`src/edb_pkg.sv`:
```
// Shared types, constants and helper functions of the deformation blend block.
package edb_pkg;

  typedef enum logic {
    KIND_LOAD      = 1'b0,
    KIND_INFLUENCE = 1'b1
  } kind_e;

  // Word layout of one node: position xyz, rotation column-major, translation xyz
  localparam logic [3:0] WSEL_ROT_FIRST = 4'd3;
  localparam logic [3:0] WSEL_TRN_X     = 4'd12;
  localparam logic [3:0] WSEL_UNUSED    = 4'd15;

  // Sequencer schedule, in steps of the run phase
  localparam logic [4:0] STEP_READ_LAST = 5'd14;
  localparam logic [4:0] STEP_A_FIRST   = 5'd1;
  localparam logic [4:0] STEP_A_LAST    = 5'd15;
  localparam logic [4:0] STEP_W_FIRST   = 5'd17;
  localparam logic [4:0] STEP_W_LAST    = 5'd19;
  localparam logic [4:0] STEP_DONE      = 5'd20;

  localparam logic signed [63:0] Q_MAX64 = 64'sd2147483647;
  localparam logic signed [63:0] Q_MIN64 = -64'sd2147483648;

  typedef struct packed {
    kind_e              kind;
    logic [8:0]         node_index;
    logic [3:0]         word_select;
    logic signed [31:0] word_value;
    logic signed [31:0] vertex_x;
    logic signed [31:0] vertex_y;
    logic signed [31:0] vertex_z;
    logic [30:0]        weight;
    logic               last_influence;
  } in_item_t;

  typedef struct packed {
    logic signed [31:0] out_x;
    logic signed [31:0] out_y;
    logic signed [31:0] out_z;
    logic               saturated;
  } out_item_t;

  // Sequencer to datapath controls
  typedef struct packed {
    logic       start;
    logic       a_valid;
    logic [3:0] a_word;
    logic       w_valid;
    logic [1:0] w_idx;
    logic       clear;
  } dp_ctl_t;

  typedef enum logic [1:0] {
    OP_NONE   = 2'd0,
    OP_P_VAL  = 2'd1,
    OP_P_PROD = 2'd2,
    OP_SUM    = 2'd3
  } acc_op_e;

  typedef struct packed {
    logic [1:0] col;
    logic [1:0] row;
  } rc_t;

  typedef struct packed {
    logic               hit;
    logic signed [31:0] val;
  } clip_t;

  // Rotation word 3+3*col+row holds R[row][col]
  function automatic rc_t rot_place(logic [3:0] word);
    rc_t rc;
    rc = '0;
    unique case (word)
      4'd3:    rc = '{col: 2'd0, row: 2'd0};
      4'd4:    rc = '{col: 2'd0, row: 2'd1};
      4'd5:    rc = '{col: 2'd0, row: 2'd2};
      4'd6:    rc = '{col: 2'd1, row: 2'd0};
      4'd7:    rc = '{col: 2'd1, row: 2'd1};
      4'd8:    rc = '{col: 2'd1, row: 2'd2};
      4'd9:    rc = '{col: 2'd2, row: 2'd0};
      4'd10:   rc = '{col: 2'd2, row: 2'd1};
      4'd11:   rc = '{col: 2'd2, row: 2'd2};
      default: rc = '0;
    endcase
    return rc;
  endfunction

  function automatic clip_t clip_word(logic signed [63:0] v);
    clip_t r;
    r.hit = 1'b0;
    r.val = v[31:0];
    if (v > Q_MAX64) begin
      r.hit = 1'b1;
      r.val = Q_MAX64[31:0];
    end else if (v < Q_MIN64) begin
      r.hit = 1'b1;
      r.val = Q_MIN64[31:0];
    end
    return r;
  endfunction

endpackage

```
`src/edb_blend_dp.sv`:
```
// Blend datapath: shared multiplier, point accumulators and vertex sums.
module edb_blend_dp (
  input  logic               clk_i,
  input  logic               rst_ni,
  input  edb_pkg::dp_ctl_t   ctl_i,
  input  logic signed [31:0] vertex_x_i,
  input  logic signed [31:0] vertex_y_i,
  input  logic signed [31:0] vertex_z_i,
  input  logic [30:0]        weight_i,
  input  logic               node_ok_i,
  input  logic [31:0]        rd_data_i,
  output edb_pkg::out_item_t result_o
);
  import edb_pkg::*;

  logic signed [31:0] v_q [3];
  logic [30:0]        w_q;
  logic               node_ok_q;
  logic signed [32:0] d_q [3];
  logic signed [35:0] p_q [3];
  logic signed [63:0] sum_q [3];
  logic               clip_q;
  logic signed [65:0] prod_q;
  acc_op_e            b_op_q;
  logic [1:0]         b_idx_q;
  logic signed [35:0] b_val_q;

  logic [31:0]        data;
  rc_t                place;
  logic               is_pos;
  logic               is_rot;
  logic signed [31:0] v_sel;
  logic signed [35:0] p_sel;
  clip_t              p_clip;
  logic signed [32:0] mul_a;
  logic signed [32:0] mul_b;
  logic signed [65:0] prod_d;
  logic signed [33:0] term;
  clip_t              c_x;
  clip_t              c_y;
  clip_t              c_z;

  // Unknown node index reads as an all-zero node
  assign data   = node_ok_q ? rd_data_i : '0;
  assign place  = rot_place(ctl_i.a_word);
  assign is_pos = ctl_i.a_word < WSEL_ROT_FIRST;
  assign is_rot = (ctl_i.a_word >= WSEL_ROT_FIRST) && (ctl_i.a_word < WSEL_TRN_X);
  assign v_sel  = v_q[ctl_i.a_word[1:0]];
  assign p_sel  = p_q[ctl_i.w_idx];
  assign p_clip = clip_word({{28{p_sel[35]}}, p_sel});

  always_comb begin
    if (ctl_i.w_valid) begin
      mul_a = {2'b00, w_q};
      mul_b = {p_clip.val[31], p_clip.val};
    end else begin
      mul_a = {data[31], data};
      mul_b = d_q[place.col];
    end
  end

  assign prod_d = mul_a * mul_b;
  // floor(prod / 2^30); products stay within 64 signed bits
  assign term   = prod_q[63:30];

  always_ff @(posedge clk_i) begin
    if (ctl_i.start) begin
      v_q[0]    <= vertex_x_i;
      v_q[1]    <= vertex_y_i;
      v_q[2]    <= vertex_z_i;
      w_q       <= weight_i;
      node_ok_q <= node_ok_i;
    end
    if ((ctl_i.a_valid && is_rot) || ctl_i.w_valid) begin
      prod_q <= prod_d;
    end
    if (ctl_i.a_valid && is_pos) begin
      d_q[ctl_i.a_word[1:0]] <= {v_sel[31], v_sel} - {data[31], data};
    end
    if (ctl_i.a_valid) begin
      b_val_q <= {{4{data[31]}}, data};
      if (is_pos) begin
        b_idx_q <= ctl_i.a_word[1:0];
      end else if (is_rot) begin
        b_idx_q <= place.row;
      end else begin
        b_idx_q <= 2'(ctl_i.a_word - WSEL_TRN_X);
      end
    end else if (ctl_i.w_valid) begin
      b_idx_q <= ctl_i.w_idx;
    end
    for (int k = 0; k < 3; k++) begin
      if (ctl_i.start) begin
        p_q[k] <= '0;
      end else if (b_idx_q == 2'(k)) begin
        if (b_op_q == OP_P_VAL) begin
          p_q[k] <= p_q[k] + b_val_q;
        end else if (b_op_q == OP_P_PROD) begin
          p_q[k] <= p_q[k] + {{2{term[33]}}, term};
        end
      end
    end
  end

  always_ff @(posedge clk_i or negedge rst_ni) begin
    if (!rst_ni) begin
      b_op_q <= OP_NONE;
      clip_q <= 1'b0;
      for (int k = 0; k < 3; k++) begin
        sum_q[k] <= '0;
      end
    end else begin
      if (ctl_i.a_valid) begin
        b_op_q <= is_rot ? OP_P_PROD : OP_P_VAL;
      end else if (ctl_i.w_valid) begin
        b_op_q <= OP_SUM;
      end else begin
        b_op_q <= OP_NONE;
      end
      if (ctl_i.clear) begin
        clip_q <= 1'b0;
      end else if (ctl_i.w_valid && p_clip.hit) begin
        clip_q <= 1'b1;
      end
      for (int k = 0; k < 3; k++) begin
        if (ctl_i.clear) begin
          sum_q[k] <= '0;
        end else if (b_op_q == OP_SUM && b_idx_q == 2'(k)) begin
          sum_q[k] <= sum_q[k] + {{30{term[33]}}, term};
        end
      end
    end
  end

  assign c_x = clip_word(sum_q[0]);
  assign c_y = clip_word(sum_q[1]);
  assign c_z = clip_word(sum_q[2]);

  assign result_o.out_x     = c_x.val;
  assign result_o.out_y     = c_y.val;
  assign result_o.out_z     = c_z.val;
  assign result_o.saturated = clip_q | c_x.hit | c_y.hit | c_z.hit;

endmodule

```
`config.mk`:
```
export PLATFORM = sky130hd
export DESIGN_NAME = edb_blend_dp
export DESIGN_NICKNAME = d
export VERILOG_FILES = /design/src/edb_pkg.sv /design/src/edb_blend_dp.sv
export SDC_FILE = /design/constraint.sdc
export NUM_CORES = 2
export LEC_CHECK = 0
export ABC_CLOCK_PERIOD_IN_PS = 11990
export BUFFER_PORTS_ARGS = -buffer_cell sky130_fd_sc_hd__buf_4
export CELL_PAD_IN_SITES_DETAIL_PLACEMENT = 0
export CELL_PAD_IN_SITES_GLOBAL_PLACEMENT = 2
export CORE_MARGIN = 10
export CORE_UTILIZATION = 41
export DETAILED_ROUTE_END_ITERATION = 10
export PLACE_DENSITY = 0.84
export SETUP_SLACK_MARGIN = 0.4
export SKIP_LAST_GASP = 1
export SLEW_MARGIN = 20
export SYNTH_ARGS = -nofsm -noshare
export SYNTH_HDL_FRONTEND = slang
export SYNTH_SLANG_ARGS = --single-unit
```
`constraint.sdc`:
```
create_clock -name clk_i -period 11.99 [get_ports clk_i]
set_input_delay 0 -clock clk_i [delete_from_list [all_inputs] [get_ports clk_i]]
set_output_delay 0 -clock clk_i [all_outputs]
set_load 0.1 [all_outputs]
```
; ---- After elaboration in Yosys (flattened, before gate mapping)
; Memories as Yosys holds them, arrays and structs flattened.
; Index checks and enable logic that the tools add are counted.
[classes]
reduce_logical = 14
eq_ne = 5
bitwise = 9
n_mul = 1
n_lt_le_gt_ge = 11
shifts = 0
mux = 57
n_div = 0
addsub = 11
[ops]
columns = operator, count
row1 = $mux W64, 6
row2 = $mux W33, 10
row3 = $mux W36, 6
row4 = $add A64 B64 Y64, 3
row5 = $gt A64 B32 Y1 const B, 3
row6 = $lt A64 B32 Y1 const B, 3
row7 = $add A36 B32 Y36, 3
row8 = $add A36 B36 Y36, 3
row9 = $mul A33 B33 Y64, 1
row10 = $gt A36 B32 Y1 const B, 1
row11 = $lt A36 B32 Y1 const B, 1
row12 = $sub A32 B32 Y33, 1
row13 = $mux W32, 1
row14 = $mux W1, 27
row15 = $mux W2, 7
row16 = $reduce_bool A2 Y1, 5
row17 = $or A1 B1 Y1, 9
row18 = $logic_and A1 B1 Y1, 7
row19 = $eq A2 B2 Y1 const B, 3
row20 = $eq A2 B1 Y1 const B, 2
row21 = $ge A4 B2 Y1 const B, 1
row22 = $lt A4 B2 Y1 const B, 1
row23 = $lt A4 B4 Y1 const B, 1
row24 = $logic_not A2 Y1, 1
row25 = 2 further kinds, 2
[totals]
word_cells = 122
mem_bits_ro = 64
n_memories = 4
mem_bits_rw = 303
register_bits = 325
output_inout_bits = 97
latch_bits = 0
[mem_list]
columns = name, words, width, read_ports, rd_clocked_by_memory_dff, wr, line_no
row1 = p_q, 3, 36, 4, 0, 3, edb_blend_dp.sv:20  ; logic signed [35:0] p_q [3];
row2 = d_q, 3, 33, 1, 0, 1, edb_blend_dp.sv:19  ; logic signed [32:0] d_q [3];
row3 = v_q, 3, 32, 1, 0, 3, edb_blend_dp.sv:16  ; logic signed [31:0] v_q [3];
row4 = (no name shown), 16, 4, 1, 0, 0, edb_pkg.sv:75  ; unique case (word)

; ---- Logic depth before layout (Yosys ltp)
[depth]
depth_word = 7
mapped_depth = 41

; ---- Worst setup path after synthesis
; No wires, ideal clock.
[synth_path]
path_kind = input-to-reg
from = input ctl_i[4] in the netlist's numbering
to = register prod_q[56], data pin
arrival_ns = 10.278
cell_stages = 40
slack_ns = 1.454
n_path_buf = 6
cell_sequence = clkbuf_1 > clkbuf_1 > inv_1 > ha_1 > a22o_1 > clkbuf_1 > buf_1 > buf_2 > mux2i_1 > o21ai_0 > nor2_1 > a21oi_1 > clkbuf_1 > nand2_1 > fa_1 > inv_1 > fa_1 > inv_1 > [... 4 more ...] > inv_1 > fa_1 > fa_1 > fa_1 > inv_1 > ha_1 > a21o_1 > a21o_1 > a21o_1 > a2111oi_0 > nor3_1 > a311oi_1 > o311ai_4 > a211oi_4 > o21ai_1 > a221o_1 > a21oi_1 > xnor2_1
[synth_between]
elab_chain_cells = 4
[synth_rtl]
columns = element, line_no
row1 = from (decl), edb_blend_dp.sv:5  ; input edb_pkg::dp_ctl_t ctl_i,
row2 = $mem_v2 Z16 W4, n/a
row3 = $mem_v2 Z3 W33, n/a
row4 = $mux W33, edb_blend_dp.sv:53  ; if (ctl_i.w_valid) begin
row5 = $mul A33 B33 Y64, edb_blend_dp.sv:62  ; assign prod_d = mul_a * mul_b;
row6 = net prod_d[56], edb_blend_dp.sv:37  ; logic signed [65:0] prod_d;
row7 = to (signal assigned), edb_blend_dp.sv:75  ; prod_q <= prod_d;
row8 = to (decl), edb_blend_dp.sv:23  ; logic signed [65:0] prod_q;
; The timed path passes the listed nets, and every way through them passes these cells.
; A chain may end at the register's enable or synchronous reset.

==> reports/metrics.cfg <==
[routing]
totalWireLength_um=305000
ant_nets=0
drcViolationCount=0
wire_per_inst_um=25.1
drtPass1Iterations=7
vias=67743
avgViaCountPerCell=5.58
dr.first_iter.drc_count=5759

[worst_setup_path]
required_ns=12.46
cp.arrival_ns=11.61
reg2reg_slack_ns=0.85
crit_path_max_fanout=22
cp-start-kind=register
crit_path_frequent_cell=fa_1
crit_type=register to register
critPathMaxStageDelay_ns=0.67
endpoint_kind=register
cp_slowest_cell=nand2_1

[sta]
finalCritPeriodShare_pct=92.9
hold_violations=0
worst_slew_pin_slew_ns=1.29
fin_tns_setup_ns=0
clock_skew_ns=0.0441
clock.fmax_mhz=89.8
maxSlewHeadroom_pct=14.3
fin_crit_ns=11.14
final_max_slew_viol_count=0
setup_violations=0
rsz0062_at_grt=false

[global_routing]
grt_pass1_vias=69579
grt_pass1_wl_um=451000
track_usage_pct=27.5
grt_overflow=0
grt_max_degree=114
antenna_found_initial=14

[synthesis]
synth-edff-count=403
synth.net_count=10910
async_flop_share_pct=32.6
syn_avg_cell_area_sq_um=9.02
yosysSeqAreaShare_pct=21.0
syn_inst=8982
synth_top_area_share_pct=27.5
synth_ff_type=edfxtp_1
synth_cell_types=88
syn_area_sq_um=81000
synth_most_common_cell=nand2_1
ys_ff_latch=598
synth_common_cells=1285 x nand2_1, 1229 x inv_1, 1114 x fa_1, 825 x nor2_1, 642 x ha_1
netlist_top_cells_area=fa_1 28%, edfxtp_1 15%, ha_1 9.9%
ys_warn_count=0
yosysTopAreaCell=fa_1

[die]
core_area_sq_um=197000
num_io_pins=269
dieHeight_um=465
initial_core_util_pct=41.1
rows=163
die-width_um=465
die-area_sq_um=216000

[clock_tree]
tritoncts=built
cts_root_buf=clkbuf_16
cts_max_path_buffers=3
h-tree-depth=3
path_clk_slew_ns=0.06
cts_sinks=598
numCtsBuffers=84
clk_latency_ns=0.73

[placed_design]
port_buffers=268
gp_congestion=0.960
hpwlAfterDp_um=236000

[worst_hold_path]
hold_path.class=primary input to register

[layout]
area_growth_pct=13.6
layout-drive-gt1-share_pct=7.24
n_fill_cell=18947
fin_nets=11350
multiInputGateArea_sq_um=58300
seq_area_sq_um=17000

[run]
drv_cap=0

[status]
run_status=completed

## flip-flops by register name, summed over array words and instances, names as in the netlist, 2 cells and up
| register | cells |
|---|---|
| b_idx_q | 2 |
| b_op_q | 2 |
| b_val_q | 32 |
| d_q | 99 |
| p_q | 108 |
| prod_q | 34 |
| sum_q | 192 |
| v_q | 96 |
| w_q | 31 |
## final cells by class
class	instances	share of cell area, %
Antenna cell	7	0.0190
Clock buffer	114	2.56
Clock inverter	41	0.553
Inverter	1230	5.02
Multi-Input combinational cell	6802	63.3
Sequential cell	598	18.4
Tap cell	2640	3.59
Timing Repair Buffer	706	6.51
## path summary, 6_finish.rpt
| path | endpoint | cells past startpoint | start |
|---|---|---|---|
| max in group asynchronous | b_op_q[1] | 5 | rst_ni |
| worst max-delay path | prod_q[56] | 32 | p_q[1][32] |
| worst min-delay path | v_q[1][22] | 2 | vertex_y_i[22] |
| min in group asynchronous | sum_q[104] | 4 | rst_ni |
| worst min register to register | sum_q[157] | 2 | sum_q[157] |
| worst max register to register | prod_q[56] | 32 | p_q[1][32] |
## kinds of logic after synthesis
| logic type | count (synthesis) | share of synthesized area [%] |
|---|---|---|
| buf+inv | 1582 | 7.34 |
| compound gates | 1774 | 13.9 |
| mux | 109 | 1.35 |
| flops | 598 | 21.0 |
| fa+ha+maj | 1756 | 37.4 |
| simple gates | 2751 | 14.6 |
| xor+xnor | 412 | 4.45 |
## routing by layer
metal	up-vias	share of wire, %	GRT usage (%)
met5	-	0.013	0
met4	6	5.0	11.3
met3	578	7.1	4.46
met2	2509	46	44.4
met1	34109	42	36.8
li1	30541	-	-
## worst max-delay path, delay by kind of cell (launching register included)
kind,cells,cell delay [ns]
fa+ha+maj,9,4.48
compound gates,13,4.09
simple gates,3,0.95
buf+inv,5,0.62
flops,1,0.43
mux,1,0.20
xor+xnor,1,0.08
## metrics by stage
| stage | setup slack [ns] | std cells | cell area, sq um | util, % | hold slack, ns |
|---|---|---|---|---|---|
| floorplan | 1.45 | 8982 | 81000 | - | -0.296 |
| global placement | 0.939 | 11730 | 86600 | 44.0 | 0.0144 |
| detailed placement | 0.753 | 11730 | 86700 | 44.0 | 0.0101 |
| CTS | 0.759 | 12131 | 92000 | 46.7 | 0.00145 |
| global route | 0.430 | 12136 | 92000 | 46.7 | -0.000282 |
| finish | 0.851 | 12138 | 92000 | 46.7 | 0.0203 |
## layout by cell type (no fill, tap or decap), types with 25 or more instances in the layout
cell           synthesis  layout
edfxtp_1             403     403
nor3_1                77      74
inv_1               1229    1229
o21ai_0              272     259
a21oi_1              588     585
clkbuf_16              0      87
and2_1                60      60
and3_1                50      50
dfrtp_1              195     195
or2_2                 34      34
mux2i_1              105     105
xnor2_1              260     260
o21ai_1               37      29
nor2b_1               54      53
nor4_1                35      34
nand2_1             1285    1282
nand2b_1              77      76
nand3_1              103     103
or3_1                 25      25
dlygate4sd3_1          0     245
o22ai_1               70      70
nand4_1               67      67
o211ai_1              39      39
ha_1                 642     642
xor2_1               152     152
a21o_1               273     273
a31oi_1               44      44
o21a_1               129     129
nor2_1               825     823
a211oi_1              59      59
o21bai_1              63      63
fa_1                1114    1113
buf_4                  1     453
## repair_timing
action	CTS	global route
gates resized for setup	0	2
hold endpoints to repair	385	0
setup buffers	0	0
endpoints found under the setup margin	0	2
hold buffers	246	0
Power is left out: the tool's default activity adds up to more than one toggle a clock period on the data nets, which glitch-free logic cannot reach.
