`src/edb_pkg.sv`:
```
// Shared types, constants and helper functions of the deformation blend block.
package edb_pkg;

  typedef enum logic {
    KIND_LOAD      = 1'b0,
    KIND_INFLUENCE = 1'b1
  } kind_e;

  // Word layout of one node: position xyz, rotation column-major, translation xyz
  localparam logic [3:0] WSEL_ROT_FIRST = 4'd3;
  localparam logic [3:0] WSEL_TRN_X     = 4'd12;
  localparam logic [3:0] WSEL_UNUSED    = 4'd15;

  // Sequencer schedule, in steps of the run phase
  localparam logic [4:0] STEP_READ_LAST = 5'd14;
  localparam logic [4:0] STEP_A_FIRST   = 5'd1;
  localparam logic [4:0] STEP_A_LAST    = 5'd15;
  localparam logic [4:0] STEP_W_FIRST   = 5'd17;
  localparam logic [4:0] STEP_W_LAST    = 5'd19;
  localparam logic [4:0] STEP_DONE      = 5'd20;

  localparam logic signed [63:0] Q_MAX64 = 64'sd2147483647;
  localparam logic signed [63:0] Q_MIN64 = -64'sd2147483648;

  typedef struct packed {
    kind_e              kind;
    logic [8:0]         node_index;
    logic [3:0]         word_select;
    logic signed [31:0] word_value;
    logic signed [31:0] vertex_x;
    logic signed [31:0] vertex_y;
    logic signed [31:0] vertex_z;
    logic [30:0]        weight;
    logic               last_influence;
  } in_item_t;

  typedef struct packed {
    logic signed [31:0] out_x;
    logic signed [31:0] out_y;
    logic signed [31:0] out_z;
    logic               saturated;
  } out_item_t;

  // Sequencer to datapath controls
  typedef struct packed {
    logic       start;
    logic       a_valid;
    logic [3:0] a_word;
    logic       w_valid;
    logic [1:0] w_idx;
    logic       clear;
  } dp_ctl_t;

  typedef enum logic [1:0] {
    OP_NONE   = 2'd0,
    OP_P_VAL  = 2'd1,
    OP_P_PROD = 2'd2,
    OP_SUM    = 2'd3
  } acc_op_e;

  typedef struct packed {
    logic [1:0] col;
    logic [1:0] row;
  } rc_t;

  typedef struct packed {
    logic               hit;
    logic signed [31:0] val;
  } clip_t;

  // Rotation word 3+3*col+row holds R[row][col]
  function automatic rc_t rot_place(logic [3:0] word);
    rc_t rc;
    rc = '0;
    unique case (word)
      4'd3:    rc = '{col: 2'd0, row: 2'd0};
      4'd4:    rc = '{col: 2'd0, row: 2'd1};
      4'd5:    rc = '{col: 2'd0, row: 2'd2};
      4'd6:    rc = '{col: 2'd1, row: 2'd0};
      4'd7:    rc = '{col: 2'd1, row: 2'd1};
      4'd8:    rc = '{col: 2'd1, row: 2'd2};
      4'd9:    rc = '{col: 2'd2, row: 2'd0};
      4'd10:   rc = '{col: 2'd2, row: 2'd1};
      4'd11:   rc = '{col: 2'd2, row: 2'd2};
      default: rc = '0;
    endcase
    return rc;
  endfunction

  function automatic clip_t clip_word(logic signed [63:0] v);
    clip_t r;
    r.hit = 1'b0;
    r.val = v[31:0];
    if (v > Q_MAX64) begin
      r.hit = 1'b1;
      r.val = Q_MAX64[31:0];
    end else if (v < Q_MIN64) begin
      r.hit = 1'b1;
      r.val = Q_MIN64[31:0];
    end
    return r;
  endfunction

endpackage

```
`src/edb_ctrl.sv`:
```
// Sequencer: handshake, node word reads and the multiply/accumulate schedule.
module edb_ctrl (
  input  logic              clk_i,
  input  logic              rst_ni,
  input  logic              in_valid_i,
  input  edb_pkg::kind_e    in_kind_i,
  input  logic              in_last_i,
  input  logic              in_node_ok_i,
  input  logic [3:0]        in_wsel_i,
  input  logic              out_free_i,
  output logic              in_ready_o,
  output logic              mem_we_o,
  output logic              rd_en_o,
  output logic [3:0]        rd_word_o,
  output logic              emit_o,
  output edb_pkg::dp_ctl_t  ctl_o
);
  import edb_pkg::*;

  typedef enum logic [2:0] {
    ST_IDLE = 3'b001,
    ST_RUN  = 3'b010,
    ST_FIN  = 3'b100
  } state_e;

  state_e     state_q, state_d;
  logic [4:0] step_q, step_d;
  logic       last_q;
  logic       accept;
  logic       start;
  logic       running;

  assign in_ready_o = (state_q == ST_IDLE);
  assign accept     = in_valid_i && in_ready_o;
  assign start      = accept && (in_kind_i == KIND_INFLUENCE);
  assign mem_we_o   = accept && (in_kind_i == KIND_LOAD) && in_node_ok_i &&
                      (in_wsel_i != WSEL_UNUSED);
  assign running    = (state_q == ST_RUN);

  assign rd_en_o   = running && (step_q <= STEP_READ_LAST);
  assign rd_word_o = step_q[3:0];
  assign emit_o    = (state_q == ST_FIN) && last_q && out_free_i;

  assign ctl_o.start   = start;
  assign ctl_o.a_valid = running && (step_q >= STEP_A_FIRST) && (step_q <= STEP_A_LAST);
  assign ctl_o.a_word  = 4'(step_q - STEP_A_FIRST);
  assign ctl_o.w_valid = running && (step_q >= STEP_W_FIRST) && (step_q <= STEP_W_LAST);
  assign ctl_o.w_idx   = 2'(step_q - STEP_W_FIRST);
  assign ctl_o.clear   = emit_o;

  always_comb begin
    state_d = state_q;
    step_d  = step_q;
    unique case (state_q)
      ST_IDLE: begin
        if (start) begin
          state_d = ST_RUN;
          step_d  = '0;
        end
      end
      ST_RUN: begin
        if (step_q == STEP_DONE) begin
          state_d = ST_FIN;
        end else begin
          step_d = step_q + 5'd1;
        end
      end
      ST_FIN: begin
        // a final influence waits for the output register
        if (!last_q || out_free_i) begin
          state_d = ST_IDLE;
        end
      end
      default: begin
        state_d = ST_IDLE;
      end
    endcase
  end

  always_ff @(posedge clk_i or negedge rst_ni) begin
    if (!rst_ni) begin
      state_q <= ST_IDLE;
      step_q  <= '0;
      last_q  <= 1'b0;
    end else begin
      state_q <= state_d;
      step_q  <= step_d;
      if (start) begin
        last_q <= in_last_i;
      end
    end
  end

  a_state_onehot: assert property (@(posedge clk_i) disable iff (!rst_ni)
    $onehot(state_q))
    else $error("sequencer state not one-hot");

  a_start_run: assert property (@(posedge clk_i) disable iff (!rst_ni)
    start |=> (state_q == ST_RUN) && (step_q == 5'd0))
    else $error("influence did not start the run at step zero");

  a_step_bound: assert property (@(posedge clk_i) disable iff (!rst_ni)
    running |-> (step_q <= STEP_DONE))
    else $error("step counter ran past the schedule");

  a_no_overlap: assert property (@(posedge clk_i) disable iff (!rst_ni)
    !(ctl_o.a_valid && ctl_o.w_valid))
    else $error("node and weight phases share the multiplier");

  a_emit_idle: assert property (@(posedge clk_i) disable iff (!rst_ni)
    emit_o |=> (state_q == ST_IDLE) && in_ready_o)
    else $error("block not idle after emitting a vertex");

endmodule

```
`config.mk`:
```
export PLATFORM = sky130hd
export DESIGN_NAME = edb_ctrl
export DESIGN_NICKNAME = d
export VERILOG_FILES = /design/src/edb_pkg.sv /design/src/edb_ctrl.sv
export SDC_FILE = /design/constraint.sdc
export NUM_CORES = 1
export LEC_CHECK = 0
export BUFFER_PORTS_ARGS = -buffer_cell sky130_fd_sc_hd__buf_2
export CORE_MARGIN = 3
export CORE_UTILIZATION = 47
export DETAILED_ROUTE_END_ITERATION = 10
export PLACE_DENSITY = 0.79
export SLEW_MARGIN = 10
export SYNTH_ARGS = -nofsm -noshare
export SYNTH_HDL_FRONTEND = slang
export SYNTH_SLANG_ARGS = --single-unit
```
`constraint.sdc`:
```
create_clock -name clk_i -period 2.2 [get_ports clk_i]
set_clock_uncertainty 0.2 [all_clocks]
set_input_delay 0.33 -clock clk_i [delete_from_list [all_inputs] [get_ports clk_i]]
set_output_delay 0.33 -clock clk_i [all_outputs]
set_load 0.05 [all_outputs]
```
# Word level (Yosys, flattened, before mapping)
# Cells that the tools add are included.
[totals] regBits=9 inputBits=11 output_inout_bits=18 elab_cells=45
[op_classes] addsub=3 order_cmp=5 eq_ne=9 n_mux=7 bitwise=1 reduce_logical=17
[op_table] op="1-bit logical AND" count=12
[op_table] op="5-bit by 4-bit less-or-equal comparator with 1-bit output (second input constant)" count=2
[op_table] op="5-bit 2-to-1 mux" count=2
[op_table] op="5-bit one-hot mux with 2 select lines" count=1
[op_table] op="3-bit 2-to-1 mux" count=3
[op_table] op="3-bit one-hot mux with 3 select lines" count=1
[op_table] op="2-bit by 1-bit != test with 1-bit output (second input constant)" count=3
[op_table] op="3-bit AND reduction" count=2
[op_table] op="5-bit by 1-bit adder with 5-bit output (second input constant)" count=1
[op_table] op="5-bit equality test (second input constant)" count=1
[op_table] op="5-bit by 1-bit >= comparator with 1-bit output (second input constant)" count=1
[op_table] op="5-bit >= comparator (second input constant)" count=1
[op_table] op="5-bit less-or-equal comparator (second input constant)" count=1
[op_table] op="4-bit != test (second input constant)" count=1
[op_table] op="4-bit by 1-bit subtractor with 4-bit output (second input constant)" count=1
[op_table] op="3-bit by 1-bit equality test with 1-bit output (second input constant)" count=1
[op_table] op="3-bit by 2-bit equality test with 1-bit output (second input constant)" count=1
[op_table] op="3-bit equality test (second input constant)" count=1
[op_table] op="2-bit != test (second input constant)" count=1
[op_table] op="2-bit nonzero test" count=1
[op_table] op="2-bit by 1-bit subtractor with 2-bit output (second input constant)" count=1
[op_table] op="1-bit logical NOT" count=1
[op_table] op="1-bit logical OR" count=1
[op_table] op="1-bit inverter" count=1

# Logic depth before layout (Yosys ltp)
# Gate-level depths: netlist (run 1).
[depth] word_depth=5 ltp_mapped=5 mapped_depth_nobuf=5

# Least setup slack after synthesis (run 1)
# Ideal clock, no wire load.
[synth_timing] path_kind="reg-to-output" startpoint="reg state_q[2]" endpoint="out ctl_o[0] in the netlist's numbering" t_arrival_ns=2.654 t_required_ns=1.670 path_slack_ns=-0.984 path_stages_with_launch=4 n_path_buf=1 path_cell_list="dfrtp_1 -> nand2_1 -> nor4b_1 -> buf_4"
[synth_between] elab_chain_cells=3
[synth_lines] item="from (decl)" line="edb_ctrl.sv:26" source="state_e state_q, state_d;"
[synth_lines] item="from (signal assigned)" line="edb_ctrl.sv:86" source="state_q <= state_d;"
[synth_lines] item="3-bit equality test" line="edb_ctrl.sv:42" source="assign emit_o = (state_q == ST_FIN) && last_q && out_free_i;"
[synth_lines] item="1-bit logical AND (2 in a row)" line="edb_ctrl.sv:42"
[synth_lines] item="to (decl)" line="edb_ctrl.sv:16" source="output edb_pkg::dp_ctl_t ctl_o"
# Every way passes these cells.

==> impl_metrics.env, run 1 <==
export IMPL_finalSetupTns_ns=-0.0333
export IMPL_grt_usage=0.195
export IMPL_max_freq_ghz=0.450
export IMPL_cts_sinks=9
export IMPL_slowest_stage="or4_4"
export IMPL_initialDrtViolationCount=24
export IMPL_vias_per_cell=5.70
export IMPL_ys_types=39
export IMPL_drc=0
export IMPL_ys_seq_area_frac=0.294
export IMPL_synth_fa_ha_area_frac=0.0976
export IMPL_place_area_sq_um=950
export IMPL_arrival_ns=1.69
export IMPL_status="finished, violations left"
export IMPL_fin_ws_ns=-0.0221
export IMPL_drive_above_1_share=0.580
export IMPL_synth_fp_nets=94
export IMPL_synth_xor_area_frac=0.0114
export IMPL_ys_flop_type="dfrtp_1"
export IMPL_failed_checks="negative setup slack"
export IMPL_grt_use_met3=0.0469
export IMPL_ys_ff_latch=9
export IMPL_holdCritPathClass="primary input to flip-flop"
export IMPL_busiest_layer="met2"
export IMPL_yosys_area_share_simple=0.276
export IMPL_place_congestion=0.759
export IMPL_rows=13
export IMPL_pin_count=29
export IMPL_worstPathCellList="or4_4 -> o211ai_1 -> nor4_4 -> buf_6"
export IMPL_synth_top_area_frac=0.260
export IMPL_grt_antenna_before_repair=0
export IMPL_syn_to_final_growth_pct=42.6
export IMPL_grtUsageMet2=0.324
export IMPL_grt_pass1_vias=657
export IMPL_cts_htree_levels=1
export IMPL_syn_inst=77
export IMPL_p_leak_nw=0.553
export IMPL_power_density_nw_per_um2=741
export IMPL_synth_area_leader_cell="dfrtp_1"
export IMPL_cts_root_buf="clkbuf_4"
export IMPL_diodes=0
export IMPL_fillers=97
export IMPL_avgSynthCellArea_sq_um=9.99
export IMPL_end_kind="output pin"
export IMPL_cpPeakStageDelay_ns=0.51
export IMPL_place_inst=116
export IMPL_firstDrtPassIters=4
export IMPL_wl_per_cell_um=15.9
export IMPL_grt_start_max_net_pins=13
export IMPL_crit_fanout=4
export IMPL_synth_edf_count=0
export IMPL_die_x_um=46.5
export IMPL_grtUsageMet1=0.252
export IMPL_cts_tree="done"
export IMPL_async_flop_share=1.00
export IMPL_rsz0062_at_grt="true"
export IMPL_vdd_drop_max_v=0.000561
export IMPL_vias=724
export IMPL_start_kind="flip-flop"
export IMPL_synthTopCellsByArea="dfrtp_1 (26%), ha_1 (9.8%), buf_4 (8.8%), dfstp_2 (3.4%), inv_1 (3.4%)"
export IMPL_portBuffers=28
export IMPL_synthMuxAreaShare=0.0293
export IMPL_finalWirelength_mm=2.02
export IMPL_dp_hpwl_mm=1.38
export IMPL_fp_dieH_um=46.5
export IMPL_hold_slack_ns=0.0924
export IMPL_stdcell_count=127
export IMPL_synth_common_cells="buf_4 (9), dfrtp_1 (8), inv_1 (7)"
export IMPL_cts_reportedPaths_clkPinSlew_ns=0.07
export IMPL_final_antenna_net_count=0
export IMPL_grt_pass1_wl_mm=3.02
export IMPL_min_period_ns=2.22
export IMPL_synth_top_family_by_area="simple AND/OR/NAND/NOR gates"
export IMPL_num_nets_final=130
export IMPL_period_share=1.01
export IMPL_cts_inserted_buffers=3
export IMPL_critical_path_class="flip-flop to output pin"
export IMPL_ys_warn_count=0
export IMPL_slew_violations=0
export IMPL_worst_pin_slew_ns=0.270
export IMPL_place_ws_ns=0.110
export IMPL_fp_coreArea_sq_um=1420
export IMPL_die_area_sq_um=2160
export IMPL_synth_most_common_cell="buf_4"
export IMPL_initial_utilization=0.544
export IMPL_synth_cell_area_sq_um=769
export IMPL_clockBufferDepth=2
export IMPL_finalSetupViolCount=2
export IMPL_multi_input_comb_area_sq_um=508
export IMPL_final_area_sq_um=1100
export IMPL_insertion_delay_ns=0.26
export IMPL_max_slew_margin_rel=0.820
export IMPL_drv_cap=0
export IMPL_regArea_sq_um=229
export IMPL_synth_compound_area_frac=0.154
export IMPL_required_ns=1.67
export IMPL_overflow=0
export IMPL_hold_viol_final=0
[sequential cells by signal, summed over array words and instances (netlist names)]
register  cells
state_q       3
step_q        5
last_q        1
[path summary, 6_finish.rpt]
kind                            slack, ns      start         end  cells after the start
worst min-delay path                 0.09  in_last_i      last_q                      2
max in group asynchronous            1.31     rst_ni  state_q[0]                      2
worst min register to register       0.32     last_q      last_q                      1
worst max-delay path                -0.02  step_q[1]    ctl_o[3]                      4
worst max register to register       0.29  step_q[0]   step_q[0]                      7
min in group asynchronous            0.24     rst_ni   step_q[3]                      2
[logic make-up after synthesis]
logic type,after synthesis
simple gates,27
mux,2
buf+inv,17
xor+xnor,1
compound gates,15
flops,9
fa+ha+maj,6
[layer usage]
layer / vias up / wire [um]
li1: 347 / -
met1: 354 / 846
met2: 19 / 1050
met3: 4 / 117
met4: 0 / 12
met5: - / 0
[where the power goes]
part	internal, mW	total, mW	switching [mW]
combinational	0.176	0.472	0.296
sequential	0.184	0.207	0.0230
clock	0.0701	0.134	0.0639
total	0.430	0.813	0.383
[area by class of cell]
type	count	share of cell area
Clock buffer	4	0.0239
Sequential cell	9	0.209
Timing Repair Buffer	41	0.257
Tap cell	15	0.0171
Inverter	7	0.0308
Multi-Input combinational cell	51	0.463
[per-stage QoR]
stage	utilization	power, mW
after floorplan	-	0.532
after global placement	0.671	0.591
after detailed placement	0.671	0.599
after CTS	0.740	0.761
after global routing	0.775	0.850
final	0.775	0.813
[cell usage in the layout, fill, tap and decap left out, types with 2 or more instances in the layout]
cell / n
inv_1: 5
a21oi_1: 3
buf_6: 7
clkbuf_4: 3
a22o_1: 2
dfrtp_2: 2
dfrtp_1: 6
nand2b_1: 2
nor4b_2: 2
nand4_1: 2
ha_4: 2
and3_1: 2
nand2_1: 4
buf_4: 11
ha_1: 3
buf_2: 22
a211o_1: 2
clkinvlp_4: 2
[critical path, delay by kind of cell, from the launching register on]
family	cells	cell delay, ns
AND/OR/NAND/NOR	2	0.57
flip-flops	1	0.44
AO/OA/AOI/OAI	1	0.27
buffers and inverters	1	0.15
[repair_timing]
| action | 4_1_cts | 5_1_grt |
|---|---|---|
| setup endpoints to repair | 3 | 6 |
| hold buffers | 1 | 0 |
| gates cloned | 0 | 0 |
| pin swaps | 2 | 3 |
| resized for setup | 10 | 12 |
| buffers inserted | 4 | 2 |
| hold endpoints to repair | 9 | 0 |
Power figures use the tool's default switching activity.
==> run 2: changes to the inputs <==
ABC_AREA = 1   (was not set)
CORE_UTILIZATION = 48   (was 47)
PLACE_DENSITY = 0.8   (was 0.79)
clock period = 2.05 ns   (was 2.2 ns; I/O delays follow)
==> impl_metrics.env, run 2 <==
export IMPL_num_nets_final=165
export IMPL_final_area_sq_um=1160
export IMPL_wl_per_cell_um=13.3
export IMPL_required_ns=1.54
export IMPL_wl_met1_um=926
export IMPL_vias=846
export IMPL_synth_top_area_frac=0.251
export IMPL_rrSetupSlack_ns=0.39
export IMPL_firstDrtPassIters=4
export IMPL_grt_antenna_before_repair=0
export IMPL_hold_viol_final=0
export IMPL_synth_top_family_by_area="simple AND/OR/NAND/NOR gates"
export IMPL_slew_violations=0
export IMPL_yosys_area_share_simple=0.431
export IMPL_worst_pin_slew_ns=0.255
export IMPL_avgSynthCellArea_sq_um=7.13
export IMPL_pin_count=29
export IMPL_p_switching_uw=617
export IMPL_power_density_nw_per_um2=993
export IMPL_failed_checks="negative setup slack"
export IMPL_finalSetupViolCount=2
export IMPL_vias_per_cell=5.19
export IMPL_cts_htree_levels=1
export IMPL_overflow=0
export IMPL_ys_flop_type="dfrtp_1"
export IMPL_synthMuxAreaShare=0
export IMPL_grt_pass1_vias=705
export IMPL_cts_inserted_buffers=3
export IMPL_synthTopCellsByArea="dfrtp_1 (25%), nand2_1 (14%), ha_1 (9.4%), buf_4 (8.5%), inv_1 (6.6%)"
export IMPL_grt_usage=0.198
export IMPL_intPower_uw=537
export IMPL_rsz0062_at_grt="true"
export IMPL_synth_fa_ha_area_frac=0.0940
export IMPL_combPwrFrac=0.653
export IMPL_fillers=107
export IMPL_syn_inst=112
export IMPL_die_area_sq_um=2190
export IMPL_synth_cell_area_sq_um=798
export IMPL_place_inst=152
export IMPL_synth_compound_area_frac=0.0157
export IMPL_finalWirelength_mm=2.17
export IMPL_synth_area_leader_cell="dfrtp_1"
export IMPL_multi_input_comb_area_sq_um=532
export IMPL_synth_most_common_cell="nand2_1"
export IMPL_cts_tree="done"
export IMPL_end_kind="output pin"
export IMPL_period_share=1.05
export IMPL_max_slew_margin_rel=0.831
export IMPL_synth_xor_area_frac=0.0110
export IMPL_diodes=0
export IMPL_most_common_layout_cells="nand2_1 (27), buf_2 (22), buf_4 (11)"
export IMPL_synth_edf_count=0
export IMPL_final_common_cell="nand2_1"
export IMPL_min_period_ns=2.15
export IMPL_ys_types=22
export IMPL_cts_reportedPaths_clkPinSlew_ns=0.06
export IMPL_crit_fanout=4
export IMPL_synth_fp_nets=129
export IMPL_p_leak_nw=0.581
export IMPL_stdcell_count=163
export IMPL_cts_root_buf="clkbuf_4"
export IMPL_seqPwrFrac=0.225
export IMPL_pwr_share_clk=0.122
export IMPL_fp_dieH_um=46.8
export IMPL_drive_above_1_share=0.531
export IMPL_rows=14
export IMPL_ys_warn_count=0
export IMPL_ys_ff_latch=9
export IMPL_fp_coreArea_sq_um=1540
export IMPL_syn_to_final_growth_pct=45.6
export IMPL_wl_met3_um=117
export IMPL_synth_common_cells="nand2_1 (29), inv_1 (14), nor2_1 (14)"
export IMPL_holdCritPathClass="primary input to flip-flop"
export IMPL_arrival_ns=1.65
export IMPL_regMostFlops="step_q"
export IMPL_initialDrtViolationCount=19
export IMPL_portBuffers=28
export IMPL_async_flop_share=1.00
export IMPL_place_ws_ns=0.0504
export IMPL_reg_top3="step_q x5, state_q x3, last_q x1"
export IMPL_initial_utilization=0.518
export IMPL_die_x_um=46.8
export IMPL_place_area_sq_um=992
export IMPL_final_antenna_net_count=0
export IMPL_clockBufferDepth=2
export IMPL_insertion_delay_ns=0.27
export IMPL_drc=0
export IMPL_ys_seq_area_frac=0.284
export IMPL_drv_cap=0
export IMPL_place_congestion=0.884
export IMPL_grt_pass1_wl_mm=3.08
export IMPL_dp_hpwl_mm=1.46
export IMPL_met2_length_mm=1.10
export IMPL_critical_path_class="flip-flop to output pin"
export IMPL_regArea_sq_um=230
export IMPL_grt_start_max_net_pins=10
export IMPL_vdd_drop_max_v=0.000621
export IMPL_maxUsedRoutingLayer="met4"
export IMPL_status="finished, violations left"
export IMPL_max_freq_ghz=0.465
export IMPL_swShare=0.535
export IMPL_fin_ws_ns=-0.103
export IMPL_start_kind="flip-flop"
export IMPL_largest_reg_flops=5
export IMPL_cts_sinks=9
==> run 2: power by group through the flow <==
| stage | Clock, mW | Combinational [mW] | Sequential, mW |
|---|---|---|---|
| after floorplan | 0 | 0.547 | 0.253 |
| after global routing | 0.157 | 0.797 | 0.262 |
| after global placement | 0 | 0.631 | 0.259 |
| after detailed placement | 0 | 0.638 | 0.261 |
| after CTS | 0.144 | 0.699 | 0.258 |
| final | 0.141 | 0.754 | 0.260 |
==> run 2: area by class of cell <==
type	count	area share
clock buffers	4	0.0226
inverters	17	0.0646
multi-input cells	77	0.457
flip-flops and latches	9	0.198
well taps	16	0.0172
repair buffers	40	0.240
==> run 2: path summary, 6_finish.rpt <==
| check | from | to | depth (start not counted) |
|---|---|---|---|
| hold reg to reg | last_q | last_q | 2 |
| min in group asynchronous | rst_ni | step_q[3] | 2 |
| setup / recovery | step_q[1] | ctl_o[3] | 7 |
| max in group asynchronous | rst_ni | state_q[0] | 2 |
| setup reg to reg | step_q[0] | step_q[4] | 8 |
| hold / removal | in_last_i | last_q | 3 |
==> run 2: cells by family (layout without fill, tap and decap cells) <==
family / after synthesis / after routing
AND/OR/NAND/NOR: 68 / 68
buffers and inverters: 26 / 61
flip-flops: 9 / 9
adder cells (fa/ha/maj): 6 / 6
AO/OA/AOI/OAI: 2 / 2
XOR/XNOR: 1 / 1
==> run 2: metrics by stage <==
step	hold WS (ns)	setup TNS (ns)	power [mW]	utilization
after floorplan	-0.188	-0.131	0.801	-
after global placement	-0.0343	0	0.890	0.644
after detailed placement	-0.0315	0	0.899	0.644
after CTS	0.0315	-0.180	1.10	0.714
after global routing	0.0546	-0.509	1.22	0.754
final	0.0345	-0.168	1.15	0.754
==> run 2: timing repair <==
| action | 4_1_cts | 5_1_grt |
|---|---|---|
| gates resized for setup | 12 | 13 |
| setup buffers | 4 | 2 |
| hold endpoints to repair | 9 | 0 |
| hold buffers | 1 | 0 |
| pin swaps | 1 | 7 |
| setup endpoints to repair | 5 | 6 |
==> run 2: per-layer routing <==
| metal | vias up | track usage |
|---|---|---|
| li1 | 411 | - |
| met1 | 405 | 0.264 |
| met2 | 26 | 0.309 |
| met3 | 4 | 0.0728 |
| met4 | 0 | 0.0442 |
| met5 | - | 0 |
==> run 2: critical path, cell delays in order (launching register included) <==
cell and delay, ns:
dfrtp_2 0.45, inv_2 0.14, ha_1 0.17, inv_1 0.04, nor2_1 0.17, nor2_1 0.11, nor2_2 0.13, buf_6 0.17
